<file path="src/krwm_pkg.sv">
// Shared types and constants for the keystroke rate window meter.
package krwm_pkg;

   localparam int DATA_W = 16;
   localparam int CMD_W  = 2;
   localparam int LAG_W  = 7;

   typedef enum logic [CMD_W-1:0] {
      CMD_KEY   = 2'd0,
      CMD_SLICE = 2'd1,
      CMD_HIST  = 2'd2,
      CMD_QUERY = 2'd3
   } krwm_cmd_type;

   typedef enum logic [2:0] {
      ST_CLEAR,
      ST_IDLE,
      ST_WR_HIST,
      ST_SCAN,
      ST_DRAIN,
      ST_DONE
   } krwm_state_type;

   typedef struct packed {
      logic start;
      logic valid;
      logic slice_ok;
      logic hist_ok;
      logic lag_hit;
   } krwm_scan_ctl_type;

endpackage

</file>
<file path="src/krwm_if.sv">
// Request and response channel interfaces of the keystroke rate window meter.
interface krwm_req_if
   import krwm_pkg::*;
();
   logic             valid;
   logic             ready;
   logic [CMD_W-1:0] cmd;
   logic [LAG_W-1:0] lag;

   modport source (output valid, output cmd, output lag, input ready);
   modport sink (input valid, input cmd, input lag, output ready);
endinterface

interface krwm_rsp_if
   import krwm_pkg::*;
();
   logic              valid;
   logic              ready;
   logic [DATA_W-1:0] rate_sum;
   logic [DATA_W-1:0] history_peak;
   logic [DATA_W-1:0] history_at_lag;

   modport source (output valid, output rate_sum, output history_peak,
                   output history_at_lag, input ready);
   modport sink (input valid, input rate_sum, input history_peak,
                 input history_at_lag, output ready);
endinterface

</file>
<file path="src/krwm_ram.sv">
// Generic single-write, single-read RAM with registered read data.
module krwm_ram #(
   parameter int WIDTH = 16,
   parameter int DEPTH = 8,
   localparam int AW = (DEPTH > 1) ? $clog2(DEPTH) : 1
) (
   input  logic             clock,
   input  logic             wr_en,
   input  logic [AW-1:0]    wr_addr,
   input  logic [WIDTH-1:0] wr_data,
   input  logic [AW-1:0]    rd_addr,
   output logic [WIDTH-1:0] rd_data
);

   logic [WIDTH-1:0] mem_ff [DEPTH];
   logic [WIDTH-1:0] rd_data_ff;

   always_ff @(posedge clock) begin
      if (wr_en) begin
         mem_ff[wr_addr] <= wr_data;
      end
      rd_data_ff <= mem_ff[rd_addr];
   end

   assign rd_data = rd_data_ff;

endmodule

</file>
<file path="src/krwm_scan.sv">
// Accumulator for window sum, history peak and lagged history entry.
module krwm_scan
   import krwm_pkg::*;
(
   input  logic              clock,
   input  krwm_scan_ctl_type ctl,
   input  logic [DATA_W-1:0] slice_data,
   input  logic [DATA_W-1:0] hist_data,
   output logic [DATA_W-1:0] rate_sum,
   output logic [DATA_W-1:0] history_peak,
   output logic [DATA_W-1:0] history_at_lag
);

   logic [DATA_W-1:0] sum_ff, sum_in;
   logic [DATA_W-1:0] peak_ff, peak_in;
   logic [DATA_W-1:0] lag_val_ff, lag_val_in;

   always_comb begin
      sum_in     = sum_ff;
      peak_in    = peak_ff;
      lag_val_in = lag_val_ff;
      if (ctl.start) begin
         sum_in     = '0;
         peak_in    = '0;
         lag_val_in = '0;
      end else if (ctl.valid) begin
         if (ctl.slice_ok) begin
            sum_in = sum_ff + slice_data;
         end
         if (ctl.hist_ok && (hist_data > peak_ff)) begin
            peak_in = hist_data;
         end
         if (ctl.lag_hit) begin
            lag_val_in = hist_data;
         end
      end
   end

   always_ff @(posedge clock) begin
      sum_ff     <= sum_in;
      peak_ff    <= peak_in;
      lag_val_ff <= lag_val_in;
   end

   assign rate_sum       = sum_ff;
   assign history_peak   = peak_ff;
   assign history_at_lag = lag_val_ff;

endmodule

</file>
<file path="src/keystroke_rate_window_meter_top.sv">
// Keystroke rate window meter: slice and history rings in RAM, scanned per request.
// A request runs ST_SCAN, one read per entry, over N = max(SLICES_PER_WINDOW,
// HISTORY_DEPTH) entries, then ST_DRAIN and ST_DONE (ST_WR_HIST first for a
// history timer); no new request is taken until ST_DONE loads the response.
// Reset: synchronous; a clearing pass over N entries zeroes both rings, requests wait.
module keystroke_rate_window_meter_top
   import krwm_pkg::*;
#(
   parameter int SLICES_PER_WINDOW = 8,
   parameter int HISTORY_DEPTH     = 64
) (
   input  logic        clock,
   input  logic        reset,
   krwm_req_if.sink    req_bus,
   krwm_rsp_if.source  rsp_bus
);

   localparam int SW = (SLICES_PER_WINDOW > 1) ? $clog2(SLICES_PER_WINDOW) : 1;
   localparam int HW = (HISTORY_DEPTH > 1) ? $clog2(HISTORY_DEPTH) : 1;
   localparam int SCAN_N = (SLICES_PER_WINDOW > HISTORY_DEPTH) ?
                           SLICES_PER_WINDOW : HISTORY_DEPTH;
   localparam int CW = $clog2(SCAN_N + 1);

   krwm_state_type    state_ff, state_in;
   logic [CW-1:0]     idx_ff, idx_in;
   logic              rd_valid_ff;
   logic [CW-1:0]     rd_idx_ff;
   logic [LAG_W-1:0]  lag_ff, lag_in;
   logic [DATA_W-1:0] slice_count_ff, slice_count_in;
   logic [SW-1:0]     sptr_ff, sptr_in, sptr_adv;
   logic [HW-1:0]     hptr_ff, hptr_in, hptr_adv;
   logic              rsp_valid_ff, rsp_valid_in;
   logic [DATA_W-1:0] rsp_sum_ff, rsp_peak_ff, rsp_lag_ff;
   logic              out_load;
   logic              scan_start;

   logic              s_we, h_we;
   logic [SW-1:0]     s_waddr, s_raddr;
   logic [HW-1:0]     h_waddr, h_raddr;
   logic [DATA_W-1:0] s_wdata, h_wdata, s_rdata, h_rdata;

   logic              lag_in_range;
   logic [HW:0]       lag_pos_wide;
   logic [HW-1:0]     lag_pos;
   krwm_scan_ctl_type scan_ctl;
   logic [DATA_W-1:0] scan_sum, scan_peak, scan_lag;

   assign sptr_adv = (sptr_ff == SW'(SLICES_PER_WINDOW - 1)) ? '0 : sptr_ff + SW'(1);
   assign hptr_adv = (hptr_ff == HW'(HISTORY_DEPTH - 1)) ? '0 : hptr_ff + HW'(1);

   assign lag_in_range = ({1'b0, lag_ff} < (LAG_W+1)'(HISTORY_DEPTH));
   assign lag_pos_wide = ((HW+1)'(hptr_ff) >= (HW+1)'(lag_ff)) ?
                         (HW+1)'(hptr_ff) - (HW+1)'(lag_ff) :
                         (HW+1)'(hptr_ff) + (HW+1)'(HISTORY_DEPTH) - (HW+1)'(lag_ff);
   assign lag_pos = lag_pos_wide[HW-1:0];

   assign scan_ctl.start    = scan_start;
   assign scan_ctl.valid    = rd_valid_ff;
   assign scan_ctl.slice_ok = (rd_idx_ff < CW'(SLICES_PER_WINDOW));
   assign scan_ctl.hist_ok  = (rd_idx_ff < CW'(HISTORY_DEPTH));
   assign scan_ctl.lag_hit  = lag_in_range && (rd_idx_ff == CW'(lag_pos));

   always_comb begin
      state_in       = state_ff;
      idx_in         = idx_ff;
      lag_in         = lag_ff;
      slice_count_in = slice_count_ff;
      sptr_in        = sptr_ff;
      hptr_in        = hptr_ff;
      out_load       = 1'b0;
      scan_start     = 1'b0;
      req_bus.ready  = 1'b0;
      s_we           = 1'b0;
      s_waddr        = sptr_ff;
      s_wdata        = '0;
      s_raddr        = sptr_ff;
      h_we           = 1'b0;
      h_waddr        = hptr_ff;
      h_wdata        = '0;
      h_raddr        = hptr_ff;
      case (state_ff)
         ST_CLEAR: begin
            s_we    = (idx_ff < CW'(SLICES_PER_WINDOW));
            s_waddr = SW'(idx_ff);
            h_we    = (idx_ff < CW'(HISTORY_DEPTH));
            h_waddr = HW'(idx_ff);
            if (idx_ff == CW'(SCAN_N - 1)) begin
               idx_in   = '0;
               state_in = ST_IDLE;
            end else begin
               idx_in = idx_ff + CW'(1);
            end
         end
         ST_IDLE: begin
            req_bus.ready = 1'b1;
            if (req_bus.valid) begin
               lag_in     = req_bus.lag;
               scan_start = 1'b1;
               idx_in     = '0;
               state_in   = ST_SCAN;
               case (krwm_cmd_type'(req_bus.cmd))
                  CMD_KEY: begin
                     slice_count_in = slice_count_ff + DATA_W'(1);
                  end
                  CMD_SLICE: begin
                     sptr_in        = sptr_adv;
                     s_we           = 1'b1;
                     s_waddr        = sptr_adv;
                     s_wdata        = slice_count_ff;
                     slice_count_in = '0;
                  end
                  CMD_HIST: begin
                     state_in = ST_WR_HIST;
                  end
                  default: begin
                  end
               endcase
            end
         end
         ST_WR_HIST: begin
            h_we     = 1'b1;
            h_waddr  = hptr_adv;
            h_wdata  = s_rdata;
            hptr_in  = hptr_adv;
            state_in = ST_SCAN;
         end
         ST_SCAN: begin
            s_raddr = SW'(idx_ff);
            h_raddr = HW'(idx_ff);
            if (idx_ff == CW'(SCAN_N - 1)) begin
               idx_in   = '0;
               state_in = ST_DRAIN;
            end else begin
               idx_in = idx_ff + CW'(1);
            end
         end
         ST_DRAIN: begin
            state_in = ST_DONE;
         end
         ST_DONE: begin
            if (!rsp_valid_ff || rsp_bus.ready) begin
               out_load = 1'b1;
               state_in = ST_IDLE;
            end
         end
         default: begin
            state_in = ST_IDLE;
         end
      endcase
   end

   assign rsp_valid_in = out_load ? 1'b1 : (rsp_bus.ready ? 1'b0 : rsp_valid_ff);

   always_ff @(posedge clock) begin
      if (reset) begin
         state_ff       <= ST_CLEAR;
         idx_ff         <= '0;
         rd_valid_ff    <= 1'b0;
         slice_count_ff <= '0;
         sptr_ff        <= '0;
         hptr_ff        <= '0;
         rsp_valid_ff   <= 1'b0;
      end else begin
         state_ff       <= state_in;
         idx_ff         <= idx_in;
         rd_valid_ff    <= (state_ff == ST_SCAN);
         slice_count_ff <= slice_count_in;
         sptr_ff        <= sptr_in;
         hptr_ff        <= hptr_in;
         rsp_valid_ff   <= rsp_valid_in;
      end
   end

   always_ff @(posedge clock) begin
      rd_idx_ff <= idx_ff;
      lag_ff    <= lag_in;
      if (out_load) begin
         rsp_sum_ff  <= scan_sum;
         rsp_peak_ff <= scan_peak;
         rsp_lag_ff  <= scan_lag;
      end
   end

   krwm_ram #(
      .WIDTH (DATA_W),
      .DEPTH (SLICES_PER_WINDOW)
   ) u_slice_ram (
      .clock   (clock),
      .wr_en   (s_we),
      .wr_addr (s_waddr),
      .wr_data (s_wdata),
      .rd_addr (s_raddr),
      .rd_data (s_rdata)
   );

   krwm_ram #(
      .WIDTH (DATA_W),
      .DEPTH (HISTORY_DEPTH)
   ) u_hist_ram (
      .clock   (clock),
      .wr_en   (h_we),
      .wr_addr (h_waddr),
      .wr_data (h_wdata),
      .rd_addr (h_raddr),
      .rd_data (h_rdata)
   );

   krwm_scan u_scan (
      .clock          (clock),
      .ctl            (scan_ctl),
      .slice_data     (s_rdata),
      .hist_data      (h_rdata),
      .rate_sum       (scan_sum),
      .history_peak   (scan_peak),
      .history_at_lag (scan_lag)
   );

   assign rsp_bus.valid          = rsp_valid_ff;
   assign rsp_bus.rate_sum       = rsp_sum_ff;
   assign rsp_bus.history_peak   = rsp_peak_ff;
   assign rsp_bus.history_at_lag = rsp_lag_ff;

   a_hptr_only_on_hist_timer: assert property (@(posedge clock) disable iff (reset)
      (state_ff != ST_WR_HIST) |=> $stable(hptr_ff))
      else $error("History pointer moved outside a history timer write.");

   a_slice_state_only_on_accept: assert property (@(posedge clock) disable iff (reset)
      (state_ff != ST_IDLE) |=> ($stable(slice_count_ff) && $stable(sptr_ff)))
      else $error("Slice state changed while no request was being accepted.");

   a_load_shows_result: assert property (@(posedge clock) disable iff (reset)
      out_load |=> (rsp_valid_ff && (rsp_sum_ff == $past(scan_sum))))
      else $error("Response register did not take the scan result.");

   a_read_data_in_scan: assert property (@(posedge clock) disable iff (reset)
      rd_valid_ff |-> ((state_ff == ST_SCAN) || (state_ff == ST_DRAIN)))
      else $error("Scan read data arrived outside the scan.");

endmodule
</file>
<file path="src/flat_wrapper.sv">
// flat-port wrapper written by rule: the top's interface ports become plain ports
module keystroke_rate_window_meter_top_flat import krwm_pkg::*;
#(
   parameter int SLICES_PER_WINDOW = 8,
   parameter int HISTORY_DEPTH     = 64
)
  (clock, reset, req_bus_valid, req_bus_cmd, req_bus_lag, req_bus_ready, rsp_bus_valid, rsp_bus_rate_sum, rsp_bus_history_peak, rsp_bus_history_at_lag, rsp_bus_ready);
  krwm_req_if req_bus_i ();
  krwm_rsp_if rsp_bus_i ();
  input  logic clock;
  input  logic reset;
  input wire logic [$bits(req_bus_i.valid)-1:0] req_bus_valid;
  input wire logic [$bits(req_bus_i.cmd)-1:0] req_bus_cmd;
  input wire logic [$bits(req_bus_i.lag)-1:0] req_bus_lag;
  output wire logic [$bits(req_bus_i.ready)-1:0] req_bus_ready;
  output wire logic [$bits(rsp_bus_i.valid)-1:0] rsp_bus_valid;
  output wire logic [$bits(rsp_bus_i.rate_sum)-1:0] rsp_bus_rate_sum;
  output wire logic [$bits(rsp_bus_i.history_peak)-1:0] rsp_bus_history_peak;
  output wire logic [$bits(rsp_bus_i.history_at_lag)-1:0] rsp_bus_history_at_lag;
  input wire logic [$bits(rsp_bus_i.ready)-1:0] rsp_bus_ready;
  assign req_bus_i.valid = req_bus_valid;
  assign req_bus_i.cmd = req_bus_cmd;
  assign req_bus_i.lag = req_bus_lag;
  assign req_bus_ready = req_bus_i.ready;
  assign rsp_bus_valid = rsp_bus_i.valid;
  assign rsp_bus_rate_sum = rsp_bus_i.rate_sum;
  assign rsp_bus_history_peak = rsp_bus_i.history_peak;
  assign rsp_bus_history_at_lag = rsp_bus_i.history_at_lag;
  assign rsp_bus_i.ready = rsp_bus_ready;
  keystroke_rate_window_meter_top #(.SLICES_PER_WINDOW(SLICES_PER_WINDOW), .HISTORY_DEPTH(HISTORY_DEPTH)) u_core (.clock(clock), .reset(reset), .req_bus(req_bus_i), .rsp_bus(rsp_bus_i));
endmodule
</file>
<file path="config.mk">
export PLATFORM = sky130hd
export DESIGN_NAME = keystroke_rate_window_meter_top_flat
export DESIGN_NICKNAME = d
export VERILOG_FILES = /design/src/krwm_pkg.sv /design/src/krwm_if.sv /design/src/krwm_ram.sv /design/src/krwm_scan.sv /design/src/keystroke_rate_window_meter_top.sv /design/src/flat_wrapper.sv
export SDC_FILE = /design/constraint.sdc
export NUM_CORES = 2
export LEC_CHECK = 0
export BUFFER_PORTS_ARGS = -buffer_cell sky130_fd_sc_hd__clkbuf_2
export CAP_MARGIN = 15
export CORE_MARGIN = 10
export CORE_UTILIZATION = 65
export DETAILED_ROUTE_END_ITERATION = 10
export GPL_TIMING_DRIVEN = 0
export PLACE_DENSITY_LB_ADDON = 0.3
export SKIP_CTS_REPAIR_TIMING = 1
export SLEW_MARGIN = 20
export SYNTH_ARGS = -nofsm -noshare
export SYNTH_HDL_FRONTEND = slang
export SYNTH_SLANG_ARGS = --single-unit
</file>
<file path="constraint.sdc">
create_clock -name clock -period 4.7 [get_ports clock]
set_input_delay 0.235 -clock clock [delete_from_list [all_inputs] [get_ports clock]]
set_output_delay 0.235 -clock clock [all_outputs]
set_load 0.02 [all_outputs]
</file>
== Word-level counts from Yosys, hierarchy flattened ==
Memory sizes are Yosys's and may differ from the RTL's. A register that Yosys moved wholly into a read port is not among the register bits.
Index checks and enable logic that the tools add are counted.

* Flip-flop bits (word level): 147
* Memory bits (writable): 1152
* Input bits: 13
* Output and inout port bits: 50
* Word-level logic and storage cells: 102
* Memories kept: 2

* $add $sub $neg: 8
* $lt $le $gt $ge: 7
* Equality and inequality tests: 15
* Mux-type cells: 38
* Reductions and logical operators: 17

{| class="wikitable"
|+ Memory list
! memory !! depth !! width !! rd ports !! clocked after memory_dff !! wr ports !! line !! text
|-
| u_core.u_hist_ram.mem_ff || 64 || 16 || 1 || 1 || 1 || krwm_ram.sv:15 || <nowiki>logic [WIDTH-1:0] mem_ff [DEPTH];</nowiki>
|-
| u_core.u_slice_ram.mem_ff || 8 || 16 || 1 || 1 || 1 || krwm_ram.sv:15 ||
|}

{| class="wikitable"
|+ Operators by type and width
! cell !! number
|-
| 16-bit two-way mux || 4
|-
| 16-bit case mux with 2 select lines || 1
|-
| 3-bit two-way mux || 8
|-
| 7-bit less-than comparator, second input constant || 3
|-
| 6-bit two-way mux || 3
|-
| 3-bit case mux with 6 select lines || 1
|-
| 16-bit by 1-bit adder with 16-bit output, second input constant || 1
|-
| 16-bit adder || 1
|-
| 16-bit greater-than comparator || 1
|-
| 7-bit by 4-bit less-than comparator with 1-bit output, second input constant || 2
|-
| 1-bit two-way mux || 14
|-
| 7-bit two-way mux || 2
|-
| 7-bit case mux with 2 select lines || 1
|-
| 6-bit by 1-bit adder with 6-bit output, second input constant || 2
|-
| 6-bit case mux with 2 select lines || 1
|-
| 6-bit subtractor || 2
|-
| 2-bit AND reduction || 5
|-
| 3-bit equality test, second input constant || 3
|-
| 7-bit by 1-bit adder with 7-bit output, second input constant || 1
|-
| 7-bit by 6-bit equality test with 1-bit output || 1
|-
| 7-bit by 6-bit equality test with 1-bit output, second input constant || 1
|-
| 6-bit by 7-bit greater-or-equal comparator with 1-bit output || 1
|-
| 3-bit by 2-bit equality test with 1-bit output, second input constant || 2
|-
| 6-bit equality test, second input constant || 1
|-
| 17 further kinds || 23
|}

== Depth between registers and ports, before layout ==
* Depth in word-level cells: 6
* Mapped depth: 14
* Gate-level depth less buffers: 11

== Modules after synthesis ==
Synthesis repeated with hierarchy kept, for this count alone.

* Cells, all modules: 2802
* Area total of the unflattened synthesis: 52649.2 µm²

{| class="wikitable"
|+ By module, submodules not included
! module !! times used !! cells an instance !! area an instance (µm²) !! seq. area each (µm²)
|-
| krwm_ram (u_core.u_hist_ram) || 1 || 1829 || 40042.2 || 31069.8
|-
| krwm_ram (u_core.u_slice_ram) || 1 || 214 || 5293.8 || 4164.0
|-
| keystroke_rate_window_meter_top || 1 || 413 || 4476.8 || 2532.4
|-
| krwm_scan || 1 || 346 || 2836.5 || 960.9
|}

== Least setup slack after synthesis ==
No wires, ideal clock.

* Path type: register to register
* From: register u_core.state_ff[2]
* To: memory u_core.u_slice_ram.mem_ff[6][0] (enable)
* Setup time: 388 ps
* Arrival time: 2715 ps
* Required time: 4312 ps
* Setup slack: 1597 ps
* Cell stages (with the launch flop): 9
* Buffers on the path: 2
* Clock period less this slack: 3103 ps
* Cells stage by stage: dfxtp_1 nor3b_1 and3b_1 clkbuf_1 and2_1 clkbuf_1 a21o_1 nand3_1 nor2_1

* Cells in the longest elaborated chain, start to end: 4
* Elaborated cells between the ends (all ways): 6
* Those cells by class: 1 x eq/ne; 4 x mux; 1 x reduce/logical

{| class="wikitable"
|+ RTL lines
! element !! line !! text
|-
| start: declaration || keystroke_rate_window_meter_top.sv:24 || <nowiki>krwm_state_type state_ff, state_in;</nowiki>
|-
| start signal: assignment || keystroke_rate_window_meter_top.sv:164 || <nowiki>state_ff <= state_in;</nowiki>
|-
| 3-bit by 1-bit equality test with 1-bit output / 3-bit logical NOT (equally long branches) || keystroke_rate_window_meter_top.sv:81 || <nowiki>case (state_ff)</nowiki>
|-
| 1-bit case mux with 2 select lines || keystroke_rate_window_meter_top.sv:81 ||
|-
| 1-bit two-way mux || krwm_ram.sv:19 || <nowiki>if (wr_en) begin</nowiki>
|-
| 1-bit two-way mux (not written as such) || krwm_ram.sv:20 || <nowiki>mem_ff[wr_addr] <= wr_data;</nowiki>
|-
| end: declaration || krwm_ram.sv:15 ||
|}

Parallel ways exist; a longest one is shown, timed or not.

== Final worst setup path ==
* From: register u_core.state_ff[0]
* To: register u_core.u_hist_ram.rd_data_ff[7] (netlist: u_core.u_hist_ram.rd_data[7]) (read register of u_core.u_hist_ram.mem_ff)

* Cells in the longest elaborated chain, start to end: 2

{| class="wikitable"
|+ RTL lines
! element !! line !! text
|-
| 3-bit by 2-bit equality test with 1-bit output || keystroke_rate_window_meter_top.sv:81 ||
|-
| 6-bit two-way mux || keystroke_rate_window_meter_top.sv:81 ||
|-
| end: declaration || krwm_ram.sv:16 || <nowiki>logic [WIDTH-1:0] rd_data_ff;</nowiki>
|}

Every way passes these cells.
A chain may end at the register's enable or synchronous reset.

==> flow_summary.yaml <==
outcome:
  status: "finished, final reports clean"
route:
  drt_iter0_markers: 4224
  avgRoutedWirePerCell_um: 31.70
  via_per_inst: 6.963
  first_pass_iters: 8
  wirelength_um: 130700
  ant_nets: 0
  vias: 28721
  drc: 0
cells_and_area:
  fin_nets: 3026
  drive_gt1_frac: 0.2593
  multi_input_area_sq_um: 12410
  area_delta_synth_final_pct: 14.16
  regArea_sq_um: 38730
  nFillCells: 4185
yosys:
  synth_area_leaders: "edfxtp_1, mux4_2, dfxtp_1"
  yosysWarnings: 0
  synthesis.nets: 2738
  mappedNetlistArea_sq_um: 51680
  synth-seq-area-share: 0.7493
  synth.top_cell.area_share: 0.7013
  async_flop_share: 0
  syn_inst: 2682
  ys_ff_latch: 1331
  synth_area_leader_cell: "edfxtp_1"
  synth-edff-count: 1207
  postSynthAreaPerCell_sq_um: 19.27
  ys.flop_type: "edfxtp_1"
  ys_types: 63
floorplan:
  core-area_sq_um: 78870
  ioPinCount: 63
  fp.dieW_um: 302.0
  initial_core_util: 0.6553
  dieArea_sq_um: 91190
  rows: 103
  dieHeight_um: 302.0
timing:
  finalWorstPathRequiredPeriod_ps: 4557
  setup_violations: 0
  clock_skew_ps: 25.27
  max_slew_margin: 0.2549
  hold_violations: 0
  slew_viol_final: 0
  fin_setup_tns_ps: 0
  rsz0062_at_grt: "false"
  tightest_slew_ps: 1118
  worst_hold_slack_ps: 53.85
  fin_ws_ps: 142.8
  fmaxAchievable_mhz: 219.4
  min_period_over_period: 0.9696
power:
  pwr-share-seq: 0.494
  leakagePower_nw: 20.08
  power_density_nw_per_um2: 485.5
  swShare: 0.2624
  p_comb_frac: 0.154
  clkPwrFrac: 0.352
  p_int_mw: 21.13
  total_power_mw: 28.65
  power.switching_mw: 7.517
  peakVddDrop_v: 0.0003684
clock_tree:
  clock_sinks: 1331
  clk-insertion-delay-late_ps: 740
  clk_path_buf_depth: 3
  ctsRootBufferMaster: "clkbuf_16"
  numCtsBuffers: 132
  clk_pin_slew_worst_paths_ps: 60
  tritoncts: "done"
  h-tree-depth: 4
critical_path:
  cp_max_fo: 10
  required_ps: 5200
  crit_arrival_ps: 5060
  path_class: "flop to flop"
  cp-start-kind: "flop"
  critPathCaptureType: "flop"
global_route:
  groute.usage.overall: 0.2892
  grt_max_degree: 65
  grt_first_pass_wirelength_um: 192100
  grt_pass1_vias: 28805
  grt_antenna_before_repair: 3
  overflow: 0
place:
  globalplace.congestion: 0.9627
  port-buffer-count: 62
  dp_hpwl_um: 81330
  pre_cts_slack_ps: 527.2
hold_path:
  hp-class: "primary input to flop"
job:
  cap_violations: 0
## worst paths after layout
| check | start | end | slack [ps] | cells past startpoint |
|---|---|---|---|---|
| worst max-delay path | u_core.state_ff[0]$_SDFFE_PP0P_ | u_core.u_hist_ram.rd_data[7]$_DFF_P_ | 140 | 10 |
| worst min-delay path | req_bus_cmd[0] | u_core.state_ff[0]$_SDFFE_PP0P_ | 50 | 5 |
| worst max register to register | u_core.state_ff[0]$_SDFFE_PP0P_ | u_core.u_hist_ram.rd_data[7]$_DFF_P_ | 140 | 10 |
| worst min register to register | u_core.idx_ff[4]$_SDFFE_PP0P_ | u_core.rd_idx_ff[4]$_DFF_P_ | 360 | 0 |
## cell usage after synthesis, types with 3 or more instances
cell type  instances
dfxtp_1          124
a21oi_1           67
o21bai_1           5
or3_1             11
nor3b_1            4
o21a_1             9
nand2b_1           7
a21o_1            11
a221oi_1          34
buf_6              4
a211oi_1           5
nor3_1            20
a22oi_1           84
xnor2_1           19
buf_4             13
and3_1            42
mux4_2           288
mux2i_1           25
or2_2              4
nand4_1           26
nor4_1             4
buf_2             34
o21ai_0           26
nand2_1          125
o221ai_1          17
o211ai_1           5
edfxtp_1        1207
and4b_1            3
o31ai_1           17
a22o_1            33
ha_1              41
nor2b_1           10
and2_1             3
nand3_1           28
mux2_2            18
xor2_1            11
nor2_1           139
clkbuf_1          82
inv_1             40
buf_1              8
## layout by cell type (no fill, tap or decap), types with 62 or more instances in the layout
cell,count
clkbuf_16,135
a21oi_1,67
clkbuf_2,63
clkbuf_1,103
nor2_2,76
mux4_2,288
dfxtp_1,124
nand2_1,125
a22oi_1,84
nor2_1,62
edfxtp_1,1207
## layout make-up
class | instances | share of cell area
diodes | 1 | 0.00004241
repair buffers | 154 | 0.02776
flip-flops and latches | 1331 | 0.6564
clock inverters | 77 | 0.009818
inverters | 41 | 0.002608
plain buffers | 141 | 0.01103
clock buffers | 161 | 0.05976
multi-input cells | 1169 | 0.2104
well taps | 1050 | 0.02227
## flip-flops by register name (all words and copies together), names as in the netlist, 16 cells and up
register,flops
u_core.slice_count_ff,16
u_core.u_hist_ram.rd_data,16
u_core.u_slice_ram.rd_data,16
u_core.rsp_bus.rate_sum,16
u_core.u_hist_ram.mem_ff,1024
u_core.u_scan.history_peak,16
u_core.u_scan.history_at_lag,16
u_core.rsp_bus.history_peak,16
u_core.rsp_bus.history_at_lag,16
u_core.u_slice_ram.mem_ff,128
u_core.u_scan.rate_sum,16
## per-stage QoR
stage	cells	instance area, sq um	util
detailed placement	3875	54790	0.6947
global placement	3794	53310	0.6759
finish	4125	59000	0.7481
global route	4124	59000	0.7481
CTS	4113	58900	0.7467
floorplan	2682	51680	-
## power groups by stage
stage / clock, mW / combinational, mW / sequential (mW)
finish: 10.1 / 4.40 / 14.2
CTS: 10.2 / 4.32 / 14.2
global placement: 0 / 3.86 / 14.4
floorplan: 0 / 2.75 / 14.2
global route: 10.6 / 4.64 / 14.2
detailed placement: 0 / 4.23 / 14.4
## metal layers
| layer | wire [um] | part of all wire | vias to the layer above | track usage |
|---|---|---|---|---|
| li1 | - | - | 11596 | - |
| met1 | 46090 | 0.35 | 14707 | 0.3869 |
| met2 | 63810 | 0.49 | 2065 | 0.4572 |
| met3 | 15270 | 0.12 | 349 | 0.07205 |
| met4 | 5495 | 0.042 | 4 | 0.1191 |
| met5 | 92 | 0.00070 | - | 0.006346 |
## kinds of logic after synthesis
group,count (synthesis),synth area share
compound gates,332,0.04604
mux,331,0.1343
buf+inv,182,0.01557
fa+ha+maj,43,0.01070
xor+xnor,30,0.005084
simple gates,433,0.03905
flops,1331,0.7493
## critical path, cell delays in order (launching register included)
cell	delay (ps)
dfxtp_1	350
buf_2	230
nand3b_2	160
a21oi_1	410
clkbuf_1	880
buf_2	500
mux4_2	370
a22oi_1	320
nand2_1	290
a22oi_1	450
o221ai_1	360
Power figures use the tool's default switching activity.
